## src/hw/rtl/alu16f_pkg.sv

```systemverilog
// ----------------------------------------------------------------------------
// alu16f_pkg
// Types and constants shared by the 16-bit ALU with held result and flags.
// ----------------------------------------------------------------------------
package alu16f_pkg;

  localparam int unsigned DataWidth = 16;
  localparam int unsigned FlagWidth = 4;

  localparam int unsigned FlagCarry = 0;
  localparam int unsigned FlagNzero = 1;
  localparam int unsigned FlagSign  = 2;
  localparam int unsigned FlagNovf  = 3;

  typedef enum logic [2:0] {
    OpAdd  = 3'd0,
    OpSub  = 3'd1,
    OpAnd  = 3'd2,
    OpOr   = 3'd3,
    OpXor  = 3'd4,
    OpShl  = 3'd5,
    OpShr  = 3'd6,
    OpTest = 3'd7
  } alu_op_e;

  typedef struct packed {
    logic                 action;
    logic [2:0]           op_mode;
    logic [DataWidth-1:0] bus_a;
    logic [DataWidth-1:0] bus_b;
  } alu_req_t;

  typedef struct packed {
    logic [DataWidth-1:0] data_out;
    logic [FlagWidth-1:0] flags_out;
  } alu_rsp_t;

endpackage

```

## src/hw/rtl/alu_16bit_flags.sv

```systemverilog
// An accepted request's response is registered in the output buffer before it reaches the output.
// Throughput: one request per cycle while in_stall_o is low; a two-entry output
// buffer accepts one more request while the response side stalls.
// Reset: the held result word, the flags and both buffer entries are cleared.
// ----------------------------------------------------------------------------
// alu_16bit_flags
// A 16-bit ALU that reports its held result and flags for every request and
// latches a newly computed result and flag word when the request asks for it.
// ----------------------------------------------------------------------------
module alu_16bit_flags
  import alu16f_pkg::*;
(
  input  logic     clk_i,
  input  logic     rst_ni,
  input  logic     in_valid_i,
  output logic     in_stall_o,
  input  alu_req_t in_req_i,
  output logic     out_valid_o,
  input  logic     out_stall_i,
  output alu_rsp_t out_rsp_o
);

  logic [DataWidth-1:0] result_q, result_d;
  logic [FlagWidth-1:0] flags_q, flags_d;
  alu_rsp_t             out_q, out_d, skid_q, skid_d;
  logic                 out_valid_q, out_valid_d, skid_valid_q, skid_valid_d;

  logic                 in_acc, out_pop;
  logic [DataWidth:0]   sum;
  logic [DataWidth-1:0] val;
  logic                 carry, sa, sb, sv, ovf;
  alu_op_e              op;
  alu_rsp_t             rsp_new;

  assign op = alu_op_e'(in_req_i.op_mode);

  always_comb begin
    sum   = '0;
    val   = in_req_i.bus_a;
    carry = in_req_i.bus_a[0];
    unique case (op)
      OpAdd: begin
        sum   = {1'b0, in_req_i.bus_a} + {1'b0, in_req_i.bus_b};
        val   = sum[DataWidth-1:0];
        carry = sum[DataWidth];
      end
      OpSub: begin
        sum   = {1'b0, in_req_i.bus_b} + {1'b0, ~in_req_i.bus_a} + {{DataWidth{1'b0}}, 1'b1};
        val   = sum[DataWidth-1:0];
        carry = sum[DataWidth];
      end
      OpAnd: begin
        val   = in_req_i.bus_a & in_req_i.bus_b;
        carry = val[0];
      end
      OpOr: begin
        val   = in_req_i.bus_a | in_req_i.bus_b;
        carry = val[0];
      end
      OpXor: begin
        val   = in_req_i.bus_a ^ in_req_i.bus_b;
        carry = val[0];
      end
      OpShl: begin
        val   = {in_req_i.bus_a[DataWidth-2:0], 1'b0};
        carry = in_req_i.bus_a[DataWidth-1];
      end
      OpShr: begin
        val   = {1'b0, in_req_i.bus_a[DataWidth-1:1]};
        carry = in_req_i.bus_a[0];
      end
      OpTest: begin
        val   = in_req_i.bus_a;
        carry = val[0];
      end
      default: begin
        val   = in_req_i.bus_a;
        carry = val[0];
      end
    endcase
  end

  assign sa  = in_req_i.bus_a[DataWidth-1];
  assign sb  = in_req_i.bus_b[DataWidth-1];
  assign sv  = val[DataWidth-1];
  assign ovf = (sa == sb) && (sv != sa);

  always_comb begin
    flags_d            = '0;
    flags_d[FlagCarry] = carry;
    flags_d[FlagNzero] = |val;
    flags_d[FlagSign]  = sv;
    flags_d[FlagNovf]  = ~ovf;
  end

  assign in_acc  = in_valid_i && !skid_valid_q;
  assign out_pop = out_valid_q && !out_stall_i;

  assign rsp_new.data_out  = result_q;
  assign rsp_new.flags_out = flags_q;

  always_comb begin
    result_d     = result_q;
    out_d        = out_q;
    out_valid_d  = out_valid_q;
    skid_d       = skid_q;
    skid_valid_d = skid_valid_q;
    if (in_acc && in_req_i.action) begin
      result_d = val;
    end
    if (skid_valid_q) begin
      if (out_pop) begin
        out_d        = skid_q;
        skid_valid_d = 1'b0;
      end
    end else if (in_acc) begin
      if (!out_valid_q || out_pop) begin
        out_d       = rsp_new;
        out_valid_d = 1'b1;
      end else begin
        skid_d       = rsp_new;
        skid_valid_d = 1'b1;
      end
    end else if (out_pop) begin
      out_valid_d = 1'b0;
    end
  end

  always_ff @(posedge clk_i or negedge rst_ni) begin
    if (!rst_ni) begin
      result_q     <= '0;
      flags_q      <= '0;
      out_q        <= '0;
      skid_q       <= '0;
      out_valid_q  <= 1'b0;
      skid_valid_q <= 1'b0;
    end else begin
      result_q     <= result_d;
      if (in_acc && in_req_i.action) begin
        flags_q <= flags_d;
      end
      out_q        <= out_d;
      skid_q       <= skid_d;
      out_valid_q  <= out_valid_d;
      skid_valid_q <= skid_valid_d;
    end
  end

  assign in_stall_o  = skid_valid_q;
  assign out_valid_o = out_valid_q;
  assign out_rsp_o   = out_q;

endmodule

```

## config.mk

```make
export PLATFORM = sky130hd
export DESIGN_NAME = alu_16bit_flags
export DESIGN_NICKNAME = d
export VERILOG_FILES = /design/src/hw/rtl/alu16f_pkg.sv /design/src/hw/rtl/alu_16bit_flags.sv
export SDC_FILE = /design/constraint.sdc
export NUM_CORES = 1
export LEC_CHECK = 0
export BUFFER_PORTS_ARGS = -buffer_cell sky130_fd_sc_hd__buf_2
export CAP_MARGIN = 20
export CORE_MARGIN = 1.5
export CORE_UTILIZATION = 40
export CTS_BUF_LIST = sky130_fd_sc_hd__clkbuf_16
export DETAILED_ROUTE_END_ITERATION = 6
export GPL_ROUTABILITY_DRIVEN = 0
export GPL_TIMING_DRIVEN = 0
export PLACE_DENSITY = 0.56
export SKIP_LAST_GASP = 1
export SLEW_MARGIN = 20
export SYNTH_ARGS = -nofsm -noshare
export SYNTH_HDL_FRONTEND = slang
export SYNTH_SLANG_ARGS = --single-unit
```

## constraint.sdc

```tcl
create_clock -name clk_i -period 2.2 [get_ports clk_i]
set_input_delay 0.66 -clock clk_i [delete_from_list [all_inputs] [get_ports clk_i]]
set_output_delay 0.66 -clock clk_i [all_outputs]
set_load 0.01 [all_outputs]
```

# After elaboration in Yosys (flattened, before gate mapping)
# Cells that the tools add are included.
[classes]
bitwise = 7
add_sub_neg = 3
reduce_logical = 17
n_eq_ne = 11
muxes = 13
[op_table]
columns = ["op", "count"]
rows = [
  ["16-bit one-hot mux with 8 select lines", 1],
  ["20-bit 2-to-1 mux", 4],
  ["16-bit by 16-bit adder with 17-bit output", 2],
  ["17-bit by 1-bit adder with 17-bit output, second input constant", 1],
  ["16-bit bitwise AND", 1],
  ["16-bit NOT", 1],
  ["16-bit bitwise OR", 1],
  ["16-bit OR reduction", 1],
  ["16-bit bitwise XOR", 1],
  ["3-bit equality test, second input constant", 4],
  ["3-bit AND reduction", 3],
  ["1-bit 2-to-1 mux", 7],
  ["1-bit one-hot mux with 7 select lines", 1],
  ["3-bit by 2-bit equality test with 1-bit output, second input constant", 2],
  ["2-bit nonzero test", 3],
  ["1-bit logical AND", 4],
  ["2-bit by 1-bit inequality test with 1-bit output, second input constant", 2],
  ["3-bit by 1-bit equality test with 1-bit output, second input constant", 1],
  ["1-bit logical NOT", 3],
  ["3-bit logical NOT", 1],
  ["1-bit NOT", 3],
  ["2-bit OR reduction", 1],
  ["1-bit equality test", 1],
  ["1-bit logical OR", 1],
  ["1-bit inequality test", 1],
]
[totals]
ff_bits = 62
wordCells = 59
inputBits = 40

# Longest topological paths before layout
[logic_depth]
depth_word = 7
ltp_mapped = 13
mapped_depth_nobuf = 13

# Worst setup path after synthesis
# No wires, ideal clock.
[synth_path]
kind = "input -> register"
startpoint = "in in_req_i[0] (netlist bit)"
endpoint = "reg flags_q[1]"
setup_slack_ns = -0.869
required_time_ns = 2.070
arrival_ns = 2.939
path_stages = 13
path_cell_list = "inv_1 > ha_1 > inv_1 > fa_1 > nor2b_1 > o2111ai_1 > nand3_1 > a221oi_1 > a2bb2oi_2 > xnor2_1 > a2111oi_2 > and4_1 > a21oi_1"
[synth_via]
elab_chain_cells = 4
[synth_rtl]
columns = ["element", "line_no", "source"]
rows = [
  ["start, declared", "alu_16bit_flags.sv:17", "input alu_req_t in_req_i,"],
  ["16-bit by 16-bit adder with 17-bit output", "alu_16bit_flags.sv:48", "sum = {1'b0, in_req_i.bus_b} + {1'b0, ~in_req_i.bus_a} + {{DataWidth{1'b0}}, 1'b1};"],
  ["17-bit by 1-bit adder with 17-bit output", "alu_16bit_flags.sv:48", ""],
  ["16-bit one-hot mux with 8 select lines *", "alu_16bit_flags.sv:41", "unique case (op)"],
  ["16-bit OR reduction *", "alu_16bit_flags.sv:91", "flags_d[FlagNzero] = |val;"],
  ["end signal, assigned", "alu_16bit_flags.sv:140", "flags_q <= flags_d;"],
  ["end, declared", "alu_16bit_flags.sv:24", "logic [FlagWidth-1:0] flags_q, flags_d;"],
]
# Mark *: on every way between the ends. The rest lies on a longest branch, timed or not.
# A chain may end at the register's enable or synchronous reset.

# Worst setup path after layout
# Ends and elaborated chain as after synthesis.

==> flow_summary.ini <==
[sta]
hold_violations = 0
setup_viol = 14
worst_pin_slew_ns = 0.7097
hold_slack_ns = 0.4016
rsz0062_at_grt = true
fmax_mhz = 342.0
slew_headroom_pct = 52.69
clock_skew_ns = 0.004975
finalMaxSlewViolations = 0
final.setup.tns_ns = -6.057
fin_crit_ns = 2.924
worst_slack_ns = -0.7243
period_share_pct = 132.9

[synth]
ys_warn_count = 0
ys_ff_latch = 59
yosysSeqAreaShare_pct = 26.89
synth.largest_area_cell = dfrtp_1
synth_cell_types = 74
synth-edff-count = 0
yosys_most_used_dff = dfrtp_1
synth_top_area_share_pct = 26.89
synthArstFlopShare_pct = 100.0
synthesis.nets = 744
postSynthCellCount = 654
synth_area_mm2 = 0.005490
synth.avg_cell_area_um2 = 8.395
synth.top_cells.by_area = dfrtp_1 27%, ha_1 11%, mux2i_1 6.9%

[layout]
syn2layout_area_growth_pct = 33.02
diodes = 0
nNetsFinal = 850
stdcell_area_mm2 = 0.007303
drive_above_1_share_pct = 33.64

[place]
dp_slack_ns = -1.425
io_buffers = 61
place_area_mm2 = 0.006259
hpwl_mm = 12.70

[clocking]
cts_tree = yes
htreeDepth = 3
clock_latency_ns = 0.32
path_clk_slew_ns = 0.05
cts.sinks = 59
cts_buffers = 9
clockBufferDepth = 2
cts-root-buf = clkbuf_16

[floorplanning]
core-area_mm2 = 0.01330
start_util_pct = 41.29
num_io_pins = 62
die_y_um = 120.2
core.rowCount = 42
die_w_um = 120.2
die_area_mm2 = 0.01444

[setup_path]
path_cells = buf_12 -> ha_4 -> fa_2 -> a211o_1 -> nand3_4 -> a311o_1 -> nand3_2 -> or4_1 -> o211ai_1 -> a2111oi_2 -> and4_1 -> a21oi_1
cp-end-kind = flip-flop
critPathLaunchType = primary input
r2r_setup_slack_ns = 0.01
worst_path_max_delay_cell = or4_1
path_class = primary input to flip-flop
critPathMaxFanout = 4
critPathRequiredTime_ns = 2.45
critPathMaxStageDelay_ns = 0.47
arrival_ns = 3.17

[power_and_ir_drop]
pwr_density_cell_mw_per_mm2 = 788.3
worst_ir_drop_vdd_mv = 0.5081
total_power_w = 0.005757
power.internal_w = 0.003580
p_comb_share_pct = 47.0
switching_share_pct = 37.81
switchingPower_w = 0.002177
clkPwrFrac_pct = 20.0
power.leakage_nw = 3.246
seqPwrFrac_pct = 33.0

[drt]
drc = 0
drt_iter0_markers = 413
drt_pass1_iterations = 5
postRouteWirelength_mm = 17.05
vias = 5468
routed_via_density = 5.817
wl_per_cell_um = 18.14
ant_nets = 0

[grt]
grt_pass1_vias = 5395
antenna_found_initial = 0
grtUsageTotal_pct = 24.01
grt_pass1_wl_mm = 27.48
grt_max_degree = 60
grt_overflow_total = 0

[job]
drv_cap = 0

[min_path]
hold_path_class = primary input to asynchronous set/reset pin

[status]
status = finished, violations left
violations = negative setup slack
## cells in the mapped netlist (3+ instances only)
library cell   n
nor4_1         7
nor2b_1        7
o41ai_1        3
buf_2         18
a21o_1         3
nor3_1        13
o22ai_1        6
nand2_1       58
clkbuf_1      19
xnor2_1        8
a211oi_1       8
or2_2          4
o211ai_1       4
a22oi_1        3
buf_4          3
mux2i_1       38
and2_1         4
o31ai_1        7
mux2_2        21
o21a_1         5
o211a_1        4
o21ai_0       31
or3_1          5
a221oi_1       4
nand2b_1       5
or4_1          3
nand3b_1       5
and3_1         3
a21oi_1       57
nand4_1        4
mux4_2         5
dfrtp_1       59
nand3_1       10
o21bai_1       3
ha_1          48
a31oi_1        5
nor3b_1        4
a211o_1        4
inv_1         51
nor2_1        57
## worst paths after layout
check / from / end / cells after the start
max: in_req_i[0] / flags_q[1] / 12
min: rst_ni / skid_q[5] / 1
max reg2reg: in_stall_o / flags_q[1] / 10
min reg2reg: result_q[2] / result_q[2] / 2
max in group asynchronous: rst_ni / skid_q[16] / 1
min in group clk_i: result_q[2] / result_q[2] / 2
## worst max-delay path, delay by kind of cell
family | cells | cell delay [ns]
buffers and inverters | 1 | 0.11
AO/OA/AOI/OAI | 5 | 1.00
AND/OR/NAND/NOR | 4 | 0.89
adder cells (fa/ha/maj) | 2 | 0.51
## registers in the layout, indices dropped and copies added (netlist names)
register	flops
out_rsp_o	19
out_valid_o	1
in_stall_o	1
result_q	15
flags_q	4
skid_q	19
## cells in the final DEF, fill, tap and decap left out, types with 10 or more instances in the layout
| cell type | synthesis | final |
|---|---|---|
| a21oi_1 | 57 | 50 |
| buf_2 | 18 | 56 |
| buf_4 | 3 | 40 |
| buf_6 | 0 | 10 |
| clkbuf_1 | 19 | 11 |
| dfrtp_1 | 59 | 59 |
| ha_1 | 48 | 35 |
| ha_4 | 0 | 10 |
| inv_1 | 51 | 38 |
| mux2_2 | 21 | 20 |
| mux2i_1 | 38 | 38 |
| nand2_1 | 58 | 55 |
| nor2_1 | 57 | 55 |
| o21ai_0 | 31 | 24 |
## layer usage
layer | global-route usage, % | routed length [um] | up-vias
met4 | 8.854 | 440 | 0
met2 | 42.07 | 8331 | 235
li1 | - | - | 2568
met5 | 0 | 0 | -
met1 | 30.22 | 7235 | 2621
met3 | 2.852 | 1042 | 44
## cells by family after synthesis
family | after synthesis | synth area share (%)
and+or+nand+nor | 196 | 17.12
AOI/OAI and AO/OA | 182 | 22.56
buffers and inverters | 94 | 7.042
muxes | 64 | 13.29
DFF | 59 | 26.89
adders and majority gates | 50 | 11.67
xor gates and xnor gates | 9 | 1.436
## cell type report
| type | instances | area (um^2) |
|---|---|---|
| Clock buffer | 9 | 225.2 |
| Timing Repair Buffer | 96 | 664.4 |
| Multi-Input combinational cell | 501 | 4169 |
| Inverter | 52 | 239.0 |
| Fill cell | 1253 | 5992 |
| Clock inverter | 6 | 25.02 |
| Buffer | 41 | 284.0 |
| Sequential cell | 59 | 1476 |
| Tap cell | 176 | 220.2 |
## what timing repair did
action | CTS | global route
setup endpoints to repair | 17 | 37
setup buffers | 27 | 8
pin swaps | 37 | 25
resized for setup | 90 | 45
cloned | 0 | 0
hold buffers | 0 | 0
## per-stage QoR
step	util, %	std cells
final	54.93	940
after global routing	54.93	940
after CTS	53.42	933
after detailed placement	47.07	891
after global placement	47.05	891
after floorplan	-	654
## power by group through the flow
stage | registers (W) | logic, W | clock network, W
finish | 0.00190 | 0.00271 | 0.00115
CTS | 0.00191 | 0.00263 | 0.00119
global route | 0.00198 | 0.00299 | 0.00124
floorplan | 0.00195 | 0.00164 | 0
detailed placement | 0.00192 | 0.00241 | 0
global placement | 0.00190 | 0.00238 | 0
Power figures use the tool's default switching activity.
